===== src/design/gclmp_pkg.sv =====
package gclmp_pkg;

    localparam int CoordBits = 16;
    localparam int DiffW     = CoordBits + 1;
    localparam int WideW     = CoordBits + 5;
    localparam int DeltaW    = 17;
    localparam int LinePosW  = 8;

    localparam logic [LinePosW-1:0] MaxLine   = LinePosW'(128);
    localparam logic [LinePosW-1:0] WordStart = LinePosW'(4);
    localparam logic [LinePosW-1:0] LinePosMax = '1;

    localparam logic [7:0] CharNul   = 8'h00;
    localparam logic [7:0] CharTab   = 8'h09;
    localparam logic [7:0] CharLf    = 8'h0A;
    localparam logic [7:0] CharVt    = 8'h0B;
    localparam logic [7:0] CharFf    = 8'h0C;
    localparam logic [7:0] CharCr    = 8'h0D;
    localparam logic [7:0] CharSpace = 8'h20;
    localparam logic [7:0] CharPlus  = 8'h2B;
    localparam logic [7:0] CharMinus = 8'h2D;
    localparam logic [7:0] Char0     = 8'h30;
    localparam logic [7:0] Char1     = 8'h31;
    localparam logic [7:0] Char9     = 8'h39;
    localparam logic [7:0] CharG     = 8'h47;
    localparam logic [7:0] CharX     = 8'h58;
    localparam logic [7:0] CharY     = 8'h59;

    localparam logic signed [WideW-1:0] CoordMaxW =
        WideW'((64'd1 << (CoordBits - 1)) - 64'd1);
    localparam logic signed [WideW-1:0] CoordMinW = -CoordMaxW - WideW'(1);

    typedef logic signed [CoordBits-1:0] coord_t;
    typedef logic signed [DiffW-1:0]     diff_t;
    typedef logic signed [WideW-1:0]     wide_t;
    typedef logic signed [DeltaW-1:0]    delta_t;

    typedef enum logic [2:0] {
        PH_SEEK   = 3'b001,
        PH_SIGN   = 3'b010,
        PH_DIGITS = 3'b100
    } phase_t;

    typedef enum logic [1:0] {
        FLD_NONE = 2'd0,
        FLD_X    = 2'd1,
        FLD_Y    = 2'd2
    } field_t;

    // Line summary handed from the scanner to the move unit.
    typedef struct packed {
        logic       eol;
        logic       is_g;
        logic [7:0] code_first;
        logic [7:0] code_second;
        coord_t     x_value;
        coord_t     y_value;
    } line_t;

    typedef struct packed {
        logic   valid;
        logic   linear;
        delta_t delta_x;
        delta_t delta_y;
    } move_t;

    function automatic coord_t clamp_coord(input wide_t v);
        wide_t r;
        r = v;
        if (v > CoordMaxW) begin
            r = CoordMaxW;
        end else if (v < CoordMinW) begin
            r = CoordMinW;
        end
        return CoordBits'(r);
    endfunction

    function automatic logic is_eol(input logic [7:0] c);
        return (c == CharLf) || (c == CharCr) || (c == CharNul);
    endfunction

endpackage


===== src/design/gclmp_scan.sv =====
module gclmp_scan (
    input  logic             aclk,
    input  logic             aresetn,
    input  logic             step,
    input  logic [7:0]       char_in,
    output gclmp_pkg::line_t line_o
);
    import gclmp_pkg::*;

    logic [LinePosW-1:0] line_pos_reg, line_pos_next;
    logic                is_g_reg, is_g_next;
    logic [7:0]          code_first_reg, code_first_next;
    logic [7:0]          code_second_reg, code_second_next;
    phase_t              phase_reg, phase_next;
    field_t              field_reg, field_next;
    coord_t              x_reg, x_next;
    coord_t              y_reg, y_next;
    logic                neg_reg, neg_next;
    logic                stopped_reg, stopped_next;

    logic   eol;
    logic   is_digit;
    logic   [3:0] digit;
    wide_t  digit_w;
    wide_t  acc_base;
    wide_t  acc_mul;
    wide_t  acc_sum;
    coord_t acc_new;

    assign eol      = is_eol(char_in);
    assign is_digit = (char_in >= Char0) && (char_in <= Char9);
    assign digit    = 4'(char_in - Char0);
    assign digit_w  = signed'(WideW'(digit));
    assign acc_base = WideW'((field_reg == FLD_X) ? x_reg : y_reg);
    assign acc_mul  = (acc_base <<< 3) + (acc_base <<< 1);
    assign acc_sum  = neg_reg ? (acc_mul - digit_w) : (acc_mul + digit_w);
    assign acc_new  = clamp_coord(acc_sum);

    always_comb begin
        line_pos_next    = line_pos_reg;
        is_g_next        = is_g_reg;
        code_first_next  = code_first_reg;
        code_second_next = code_second_reg;
        phase_next       = phase_reg;
        field_next       = field_reg;
        x_next           = x_reg;
        y_next           = y_reg;
        neg_next         = neg_reg;
        stopped_next     = stopped_reg;
        if (step) begin
            if (eol) begin
                line_pos_next    = '0;
                is_g_next        = 1'b0;
                code_first_next  = '0;
                code_second_next = '0;
                phase_next       = PH_SEEK;
                field_next       = FLD_NONE;
                x_next           = '0;
                y_next           = '0;
                neg_next         = 1'b0;
                stopped_next     = 1'b0;
            end else begin
                if (line_pos_reg != LinePosMax) begin
                    line_pos_next = line_pos_reg + LinePosW'(1);
                end
                if (line_pos_reg < MaxLine) begin
                    if (line_pos_reg == LinePosW'(0)) begin
                        is_g_next = (char_in == CharG);
                    end else if (is_g_reg) begin
                        if (line_pos_reg == LinePosW'(1)) begin
                            code_first_next = char_in;
                        end else if (line_pos_reg == LinePosW'(2)) begin
                            code_second_next = char_in;
                        end else if (line_pos_reg >= WordStart) begin
                            if (char_in == CharSpace) begin
                                phase_next = PH_SEEK;
                            end else if (phase_reg == PH_SEEK) begin
                                // address letter opens a new word
                                neg_next   = 1'b0;
                                phase_next = PH_SIGN;
                                if (char_in == CharX) begin
                                    field_next   = FLD_X;
                                    stopped_next = 1'b0;
                                    x_next       = '0;
                                end else if (char_in == CharY) begin
                                    field_next   = FLD_Y;
                                    stopped_next = 1'b0;
                                    y_next       = '0;
                                end else begin
                                    field_next   = FLD_NONE;
                                    stopped_next = 1'b1;
                                end
                            end else if (!stopped_reg) begin
                                if (is_digit) begin
                                    phase_next = PH_DIGITS;
                                    if (field_reg == FLD_X) begin
                                        x_next = acc_new;
                                    end else begin
                                        y_next = acc_new;
                                    end
                                end else if ((phase_reg == PH_SIGN) &&
                                             ((char_in == CharTab) || (char_in == CharVt) ||
                                              (char_in == CharFf))) begin
                                    // atoi skips this whitespace before the sign
                                end else if ((phase_reg == PH_SIGN) &&
                                             ((char_in == CharPlus) ||
                                              (char_in == CharMinus))) begin
                                    neg_next   = (char_in == CharMinus);
                                    phase_next = PH_DIGITS;
                                end else begin
                                    stopped_next = 1'b1;
                                end
                            end
                        end
                    end
                end
            end
        end
    end

    always_ff @(posedge aclk) begin
        if (!aresetn) begin
            line_pos_reg    <= '0;
            is_g_reg        <= 1'b0;
            code_first_reg  <= '0;
            code_second_reg <= '0;
            phase_reg       <= PH_SEEK;
            field_reg       <= FLD_NONE;
            x_reg           <= '0;
            y_reg           <= '0;
            neg_reg         <= 1'b0;
            stopped_reg     <= 1'b0;
        end else begin
            line_pos_reg    <= line_pos_next;
            is_g_reg        <= is_g_next;
            code_first_reg  <= code_first_next;
            code_second_reg <= code_second_next;
            phase_reg       <= phase_next;
            field_reg       <= field_next;
            x_reg           <= x_next;
            y_reg           <= y_next;
            neg_reg         <= neg_next;
            stopped_reg     <= stopped_next;
        end
    end

    assign line_o.eol         = eol;
    assign line_o.is_g        = is_g_reg;
    assign line_o.code_first  = code_first_reg;
    assign line_o.code_second = code_second_reg;
    assign line_o.x_value     = x_reg;
    assign line_o.y_value     = y_reg;

endmodule


===== src/design/gclmp_move.sv =====
module gclmp_move (
    input  logic             aclk,
    input  logic             aresetn,
    input  logic             step,
    input  gclmp_pkg::line_t line_i,
    output gclmp_pkg::move_t move_o
);
    import gclmp_pkg::*;

    coord_t pos_x_reg, pos_x_next;
    coord_t pos_y_reg, pos_y_next;
    logic   rel_reg, rel_next;

    logic   g_end;
    logic   code_move;
    diff_t  dx;
    diff_t  dy;

    assign g_end = step && line_i.eol && line_i.is_g;
    assign code_move = (line_i.code_first == Char0) &&
                       ((line_i.code_second == Char0) || (line_i.code_second == Char1));

    assign dx = rel_reg ? DiffW'(line_i.x_value)
                        : DiffW'(line_i.x_value) - DiffW'(pos_x_reg);
    assign dy = rel_reg ? DiffW'(line_i.y_value)
                        : DiffW'(line_i.y_value) - DiffW'(pos_y_reg);

    always_comb begin
        pos_x_next = pos_x_reg;
        pos_y_next = pos_y_reg;
        rel_next   = rel_reg;
        if (g_end) begin
            pos_x_next = clamp_coord(WideW'(pos_x_reg) + WideW'(dx));
            pos_y_next = clamp_coord(WideW'(pos_y_reg) + WideW'(dy));
            // mode switch takes effect after this line's move
            if (line_i.code_first == Char9) begin
                if (line_i.code_second == Char0) begin
                    rel_next = 1'b0;
                end else if (line_i.code_second == Char1) begin
                    rel_next = 1'b1;
                end
            end
        end
    end

    always_ff @(posedge aclk) begin
        if (!aresetn) begin
            pos_x_reg <= '0;
            pos_y_reg <= '0;
            rel_reg   <= 1'b0;
        end else begin
            pos_x_reg <= pos_x_next;
            pos_y_reg <= pos_y_next;
            rel_reg   <= rel_next;
        end
    end

    assign move_o.valid   = g_end && code_move;
    assign move_o.linear  = (line_i.code_second == Char1);
    assign move_o.delta_x = DeltaW'(dx);
    assign move_o.delta_y = DeltaW'(dy);

endmodule


===== src/design/gclmp_out.sv =====
module gclmp_out (
    input  logic             aclk,
    input  logic             aresetn,
    input  gclmp_pkg::move_t move_i,
    input  logic             load,
    output logic             out_free,
    output logic             m_tvalid,
    input  logic             m_tready,
    output logic [39:0]      m_tdata,  // delta_x[16:0], delta_y[33:17], zero pad
    output logic [0:0]       m_tuser   // move_linear
);
    import gclmp_pkg::*;

    logic   valid_reg, valid_next;
    logic   linear_reg;
    delta_t dx_reg;
    delta_t dy_reg;

    assign out_free = !valid_reg || m_tready;

    always_comb begin
        valid_next = valid_reg;
        if (load && move_i.valid) begin
            valid_next = 1'b1;
        end else if (m_tready) begin
            valid_next = 1'b0;
        end
    end

    always_ff @(posedge aclk) begin
        if (!aresetn) begin
            valid_reg <= 1'b0;
        end else begin
            valid_reg <= valid_next;
        end
    end

    always_ff @(posedge aclk) begin
        if (load && move_i.valid) begin
            linear_reg <= move_i.linear;
            dx_reg     <= move_i.delta_x;
            dy_reg     <= move_i.delta_y;
        end
    end

    assign m_tvalid = valid_reg;
    assign m_tdata  = {6'b0, dy_reg, dx_reg};
    assign m_tuser  = linear_reg;

endmodule


===== src/design/gcode_line_move_parser_top.sv =====
// G-code move parser: takes one character per request on the s_ side and
// gives one request on the m_ side at the end of each G00 or G01 line, with
// the X/Y pen displacement worked out from the tracked position and the
// G90/G91 mode. A character is registered on entry and handled once the
// output side is free, so the block takes one character per clock; it stalls
// only while a finished move waits on m_tready. A move's m_tvalid is registered
// and rises after the line-end character of its line has been handled.
module gcode_line_move_parser_top (
    input  logic        aclk,
    input  logic        aresetn,
    input  logic        s_tvalid,
    output logic        s_tready,
    input  logic [7:0]  s_tdata,   // char_in[7:0]
    output logic        m_tvalid,
    input  logic        m_tready,
    output logic [39:0] m_tdata,   // delta_x[16:0], delta_y[33:17], zero pad
    output logic [0:0]  m_tuser    // move_linear
);
    import gclmp_pkg::*;

    logic       in_valid_reg, in_valid_next;
    logic [7:0] in_char_reg;
    logic       out_free;
    logic       step;
    line_t      line;
    move_t      move;

    assign step     = in_valid_reg && out_free;
    assign s_tready = !in_valid_reg || step;

    always_comb begin
        in_valid_next = in_valid_reg;
        if (s_tvalid && s_tready) begin
            in_valid_next = 1'b1;
        end else if (step) begin
            in_valid_next = 1'b0;
        end
    end

    always_ff @(posedge aclk) begin
        if (!aresetn) begin
            in_valid_reg <= 1'b0;
        end else begin
            in_valid_reg <= in_valid_next;
        end
    end

    always_ff @(posedge aclk) begin
        if (s_tvalid && s_tready) begin
            in_char_reg <= s_tdata;
        end
    end

    gclmp_scan u_scan (
        .aclk    (aclk),
        .aresetn (aresetn),
        .step    (step),
        .char_in (in_char_reg),
        .line_o  (line)
    );

    gclmp_move u_move (
        .aclk    (aclk),
        .aresetn (aresetn),
        .step    (step),
        .line_i  (line),
        .move_o  (move)
    );

    gclmp_out u_out (
        .aclk     (aclk),
        .aresetn  (aresetn),
        .move_i   (move),
        .load     (step),
        .out_free (out_free),
        .m_tvalid (m_tvalid),
        .m_tready (m_tready),
        .m_tdata  (m_tdata),
        .m_tuser  (m_tuser)
    );

endmodule


===== config.mk =====
export PLATFORM = sky130hd
export DESIGN_NAME = gcode_line_move_parser_top
export DESIGN_NICKNAME = d
export VERILOG_FILES = /design/src/design/gclmp_pkg.sv /design/src/design/gclmp_scan.sv /design/src/design/gclmp_move.sv /design/src/design/gclmp_out.sv /design/src/design/gcode_line_move_parser_top.sv
export SDC_FILE = /design/constraint.sdc
export NUM_CORES = 1
export LEC_CHECK = 0
export BUFFER_PORTS_ARGS = -buffer_cell sky130_fd_sc_hd__buf_4
export CAP_MARGIN = 20
export CORE_MARGIN = 2
export CORE_UTILIZATION = 57
export DETAILED_ROUTE_END_ITERATION = 10
export GPL_TIMING_DRIVEN = 0
export PLACE_DENSITY = 0.78
export SYNTH_ARGS = -nofsm -noshare
export SYNTH_HDL_FRONTEND = slang
export SYNTH_SLANG_ARGS = --single-unit
export TNS_END_PERCENT = 20

===== constraint.sdc =====
create_clock -name aclk -period 4.93 [get_ports aclk]
set_input_delay 0.7395 -clock aclk [delete_from_list [all_inputs] [get_ports aclk]]
set_output_delay 0.7395 -clock aclk [all_outputs]
set_load 0.02 [all_outputs]

==> metrics, run 1 <==
status=finished, violations left; violated checks=negative setup slack; initial DRC count=approximately 970; I/O pin total=between 50 and 60; Hold-fix buffers, CTS=0; WP data arrival=about 5600 ps; Post-synth EDFFs=43; DP Cell Count=approximately 1600; Die Span X=141.8 microns; max-slew violation count=0; crit-path max FO=7; Sink Count=~140; Yosys reg bits=around 140; Setup WS post-layout=-325.3 ps; Area Overhead vs Synth=24.45%; # nets final=about 1600; GRT Total Usage=slightly below 30%; Setup Skew=approximately 13 ps; LEAKAGE=between 5 and 6 nW; total power=~2.6 mW; Post-synth ARST share=0%; Hold Violations, Final=0; worst r2r path cells=28; Final Cycle Share=106.6%; H-Tree Level Count=4; area of the mapped netlist=between 10000 and 15000 sq um; final hold slack=roughly 460 ps; TNS Setup=-10630 ps; first-pass GRT wire length=48180 microns; power per cell area=194.9 nW/um^2; total CTS buffers=17; Max Clk Rate=between 150 and 200 MHz; Yosys top cell area share=~18%; Design Area, Final=between 10000 and 15000 sq um; minimum clock period=5255 ps; Synth top cells by count=nand2_1 (164), o21ai_0 (105), a21oi_1 (101); Root Driver=clkbuf_16; sequential share of the synthesized area=between 30% and 40%; post-DP HPWL=21670 microns; Worst setup SP type=flop; Place WS=-1348 ps; Max stage delay on crit path=approximately 450 ps; top-count cell post-synth=nand2_1; worst hold path class=reg2reg; clk buf depth=2; YS warnings=0; Clk pin slew, worst setup/hold paths=60 ps; number of global-route vias before repair=9907; Placed Area=11530 sq um; Syn Inst Count=roughly 1300; hold path depth=2; # rows=50; CTS tree=yes; Crit-path slowest cell=or3_4; ratio of cells with drive above 1 in the final layout=~22%; synth top area cells=dfxtp_1 (18%), edfxtp_1 (12%), ha_1 (10%), nand2_1 (5.7%), o21ai_0 (4.9%); diode count=0; starting density of the core=58.07%; Unique masters post-synth=89; Setup violations, final=between 50 and 60; CP most frequent cell=a21oi_2; DRT Pass-1 Iters=6; final core occ=72.26%; Worst Setup Path Type=reg2reg; antenna viol nets, final=0; relative slew slack=17.82%; Max Cap Violations=0; DR WL/cell=between 15 and 20 microns; die height=141.8 microns; clock latency at the later pin of the worst-skew pair=440 ps; vias per cell=around 6.3; largest net degree at the start of global routing=17; via count=~11000; RSZ-0062 raised after global routing=true; Die ar.=a little over 20000 sq um; Core Area=18640 sq um; post-synth top area cell=dfxtp_1; final wirelength=32240 microns; fin cells=~1700; Syn Area/Cell=roughly 8.2 sq um; worst vdd ir=0.0002673 V; routability-driven placement congestion ratio=about 0.90; slew of the pin with the lowest slew margin=approximately 1200 ps; initial antenna violation count=0; CP required=roughly 5300 ps; endpoint class of the critical path=flop; number of port buffers=47; global route overflow=0; ys flop type=dfxtp_1; DR DRC count=0
-- report_power, final --
group / switching (mW) / internal (mW) / leakage (nW)
combinational: 0.0548 / 0.0274 / 4.05
sequential: 0.0100 / 1.20 / 1.21
clock: 0.553 / 0.777 / 0.295
total: 0.618 / 2.01 / 5.56
-- worst max-delay path: cells and delay by family (launching register included) --
kind	cells	cell delay [ps]
mux	1	300
compound gates	17	2850
fa+ha+maj	3	620
simple gates	2	570
xor+xnor	1	110
flops	1	360
buf+inv	4	330
-- repair_timing --
action / in CTS / in global routing
buffers inserted: 39 / 22
pin swaps: 38 / 64
hold endpoints to repair: 0 / 0
cloned: 3 / 1
setup endpoints to repair: 64 / 61
resized for setup: 101 / 123
-- cells by family after synthesis --
group | Yosys count | share of synthesized area [%]
compound gates | 395 | 24.11
xor+xnor | 86 | 7.027
fa+ha+maj | 97 | 11.63
buf+inv | 155 | 5.814
flops | 142 | 30.24
mux | 27 | 2.808
other cells | 1 | 0.03464
simple gates | 415 | 18.34
-- cells in the final DEF, fill, tap and decap left out, types with 7 or more instances in the layout --
cell,synthesis,layout
and3_1,15,15
a21oi_1,101,79
inv_1,98,91
nand2_1,164,157
nor2_1,82,79
or2_2,11,10
a21o_1,23,23
nor2b_1,12,12
a31oi_1,11,7
ha_1,87,78
o31ai_1,14,9
nand2b_1,17,17
o21ai_0,105,73
dfxtp_1,99,92
xnor2_1,53,50
o21ai_2,0,8
clkbuf_16,0,19
o21ai_1,7,31
nand3_1,30,27
a211oi_1,11,9
nor3_1,23,22
o221a_4,0,10
o211ai_1,8,8
xor2_1,32,29
a22oi_1,18,18
clkbuf_1,38,27
a21oi_2,3,21
mux2i_1,20,20
buf_4,7,107
edfxtp_1,43,43
nand2_2,0,7
buf_6,2,11
nor4_1,13,10
-- per-layer routing --
metal	vias to the layer above	track usage [%]	routed length, microns
met2	438	51.94	16270
li1	5034	-	-
met5	-	0	0
met1	5114	37.19	12980
met3	100	4.084	1881
met4	0	12.37	1115
-- path summary, 6_finish.rpt --
kind	startpoint	slack, ps	end
min	u_scan.code_second_reg[4]	460	u_scan.code_second_reg[4]
max reg2reg	u_scan.x_reg[0]	-330	u_move.pos_x_reg[14]
max	u_scan.x_reg[0]	-330	u_move.pos_x_reg[14]
min reg2reg	u_scan.code_second_reg[4]	460	u_scan.code_second_reg[4]
-- area by class of cell --
type,instances,area [sq um]
Clock buffer,20,489.2
Clock inverter,12,117.6
Fill cell,1335,5171
Timing Repair Buffer,112,903.4
Sequential cell,142,3284
Buffer,53,309.0
Tap cell,234,292.8
Multi-Input combinational cell,1027,7699
Inverter,99,376.6
(Power assumes the default switching activity.)
==> inputs of run 2 (changes only) <==
--- a/config.mk
+++ b/config.mk
@@ -5,6 +5,7 @@
 export SDC_FILE = /design/constraint.sdc
 export NUM_CORES = 1
 export LEC_CHECK = 0
+export ABC_AREA = 1
 export BUFFER_PORTS_ARGS = -buffer_cell sky130_fd_sc_hd__buf_4
 export CAP_MARGIN = 20
 export CORE_MARGIN = 2
==> run 2 against run 1 <==
Net effect:
- the flow now finishes without violations
- sequential share of layout area grew 1.3 points
- synthesized cell count grew 25%
- register-to-register slack gained 580 ps
- routed wire length shrank 3.9%
- total power grew 0.85%
- die area grew 2.6%
- non-clock buffer count shrank 61
- final cell count grew 18%
- clock skew grew 10 ps
- fmax grew 12%
- combinational power shrank 8.3%
- clock power is essentially flat
==> metrics, run 2 <==
Syn Inst Count=between 1500 and 2000; synth top area cells=dfxtp_1 (18%), nand2_1 (13%), edfxtp_1 (12%), ha_1 (9.8%), inv_1 (7.3%); # nets final=1831; status=complete, no violations; Clk pin slew, worst setup/hold paths=roughly 70 ps; Root Driver=clkbuf_16; Setup violations, final=0; multi-input logic area=between 6000 and 7000 sq um; endpoint class of the critical path=flop; die height=about 140 microns; top-count cell post-synth=nand2_1; ratio of cells with drive above 1 in the final layout=about an eighth; clk buf depth=2; Filler cells=between 1500 and 2000; starting density of the core=57.67%; Area Overhead vs Synth=14.77%; Worst setup SP type=flop; Max stage delay on crit path=roughly 350 ps; Max Cap Violations=0; crit-path max FO=10; global route overflow=0; post-synth top area cell=dfxtp_1; final core occ=about 66%; GRT Total Usage=between 20% and 30%; Worst Setup Path Type=reg2reg; RSZ-0062 raised after global routing=true; number of global-route vias before repair=approximately 10000; DRT Pass-1 Iters=6; Crit. Startpoint=u_scan.x_reg[0]; Hold-fix buffers, CTS=0; commonest non-fill, non-tap cell in the layout=nand2_1; area of the mapped netlist=between 10000 and 15000 sq um; antenna viol nets, final=0; DR WL/cell=approximately 15 microns; Crit-path slowest cell=dfxtp_2; Setup Skew=23.09 ps; hold path depth=1; Syn Area/Cell=approximately 6.8 sq um; worst r2r path cells=32; total CTS buffers=17; CP most frequent cell=nand2_1; routability-driven placement congestion ratio=between 0.9 and 1; Max Clk Rate=213.7 MHz; # rows=51; hold endpoint=in_char_reg[3]; minimum clock period=4679 ps; reg2reg start=u_scan.x_reg[0]; ys flop type=dfxtp_1; via count=between 10000 and 15000; relative slew slack=between 30 and 40%; WP data arrival=about 5000 ps; Post-synth EDFFs=43; max-slew violation count=0; initial antenna violation count=0; Die ar.=20630 sq um; FF/Latch Area=between 3000 and 4000 sq um; slew of the pin with the lowest slew margin=roughly 1000 ps; critical path's top delay family=compound AO/OA/AOI/OAI gates; post-DP HPWL=about 24000 microns; Hold Startpoint=s_tdata[3]; diode count=0; TNS Setup=0 ps; worst reg-to-reg setup slack=roughly 250 ps; number of port buffers=between 40 and 50; sequential share of the synthesized area=around 29%; Synth top cells by count=nand2_1 (398), inv_1 (217), o21ai_0 (150); Core Area=roughly 19000 sq um; DR DRC count=0; Unique masters post-synth=54; final wirelength=30990 microns; YS warnings=0; largest net degree at the start of global routing=17; initial DRC count=945; Yosys reg bits=142; LEAKAGE=approximately 6 nW; I/O pin total=55; Yosys top cell area share=approximately 18%; H-Tree Level Count=4; Hold Violations, Final=0; worst vdd ir=slightly above 0.0003 V; vias per cell=5.612; clock latency at the later pin of the worst-skew pair=about 450 ps; Post-synth ARST share=0%; power per cell area=a little over 200 nW/um^2; Worst R2R End=u_move.pos_x_reg[6]; first-pass GRT wire length=about 50000 microns; Die Span X=143.6 microns; worst hold path class=in2reg; commonest cells after routing, fill and taps aside=nand2_1 (396), inv_1 (215), a21oi_1 (142); Sink Count=~140; CTS tree=yes; CP required=between 5000 and 6000 ps; Final Cycle Share=a little over nine tenths; crit path buf inv count=5
==> run 2: cell types whose count changed after synthesis, sizes merged, moves of 40 or more <==
| cell | before | now |
|---|---|---|
| nand2 | 164 | 418 |
| inv | 98 | 226 |
| nand3 | 30 | 108 |
| a21oi | 104 | 149 |
| xnor2 | 54 | 11 |
| o21ai | 112 | 153 |
| nor2 | 82 | 122 |
==> run 2: cell type report <==
type / count / share of cell area, %
Tap cell: 265 / 2.600
Clock buffer: 17 / 3.335
Buffer: 48 / 2.089
Multi-Input combinational cell: 1233 / 54.82
Clock inverter: 15 / 1.452
Inverter: 227 / 6.680
Sequential cell: 142 / 25.67
Timing Repair Buffer: 56 / 3.355
==> run 2: worst max-delay path by stage <==
stage                                 to  slack (ps)  depth (start not counted)
floorplan                u_out.dx_reg[0]         300                          9
global placement         u_out.dx_reg[0]       -1710                         10
detailed placement   u_move.pos_x_reg[3]        -480                         29
CTS                 u_move.pos_y_reg[13]          30                         32
global route         u_move.pos_x_reg[8]         -50                         32
finish               u_move.pos_x_reg[6]         250                         32
==> run 2: through the flow <==
step / instance area [sq um] / std cells / setup slack [ps] / power, mW / hold slack, ps
3_3_place_gp: 11820 / 1964 / -1707 / 1.307 / 442.1
5_1_grt: 12750 / 2003 / -53.26 / 2.705 / 462.5
2_1_floorplan: 11130 / 1651 / 302.5 / 1.282 / 429.1
6_report: 12750 / 2003 / 250.6 / 2.649 / 462.4
3_5_place_dp: 11860 / 1967 / -476.9 / 1.308 / 453.6
4_1_cts: 12510 / 1999 / 33.70 / 2.647 / 463.2
==> run 2: cells by family after synthesis <==
| family | count (synthesis) | share of synthesized area (%) |
|---|---|---|
| simple gates | 722 | 27.93 |
| compound gates | 368 | 18.24 |
| fa+ha+maj | 94 | 11.06 |
| xor+xnor | 41 | 3.231 |
| other cells | 1 | 0.03374 |
| mux | 2 | 0.1801 |
| buf+inv | 276 | 9.874 |
| flops | 142 | 29.45 |
==> run 2: power by group <==
part	internal, mW	switching, mW	leakage [nW]
sequential	1.20	0.00588	1.20
clock	0.774	0.590	0.305
combinational	0.0241	0.0513	4.58
total	2.00	0.648	6.08
==> run 2: timing repair <==
action,in CTS,in global routing
endpoints found under the hold margin,0,0
setup endpoints to repair,45,61
gates resized for setup,21,55
pin swaps,1,9
setup buffers,0,5
==> run 2: layer usage <==
layer	GRT usage [%]	vias to the layer above	part of all wire [%]
li1	-	5637	-
met1	39.08	5121	44
met2	48.32	418	46
met3	5.232	65	6.9
met4	12.23	0	2.9
met5	0	-	0
==> run 2: worst reg2reg max path, delay by kind of cell (launching register included) <==
family,cells,cell delay [ps]
AOI/OAI and AO/OA,13,1780
xor gates and xnor gates,1,170
DFF,1,350
buffers and inverters,5,580
adders and majority gates,2,500
and+or+nand+nor,11,1200
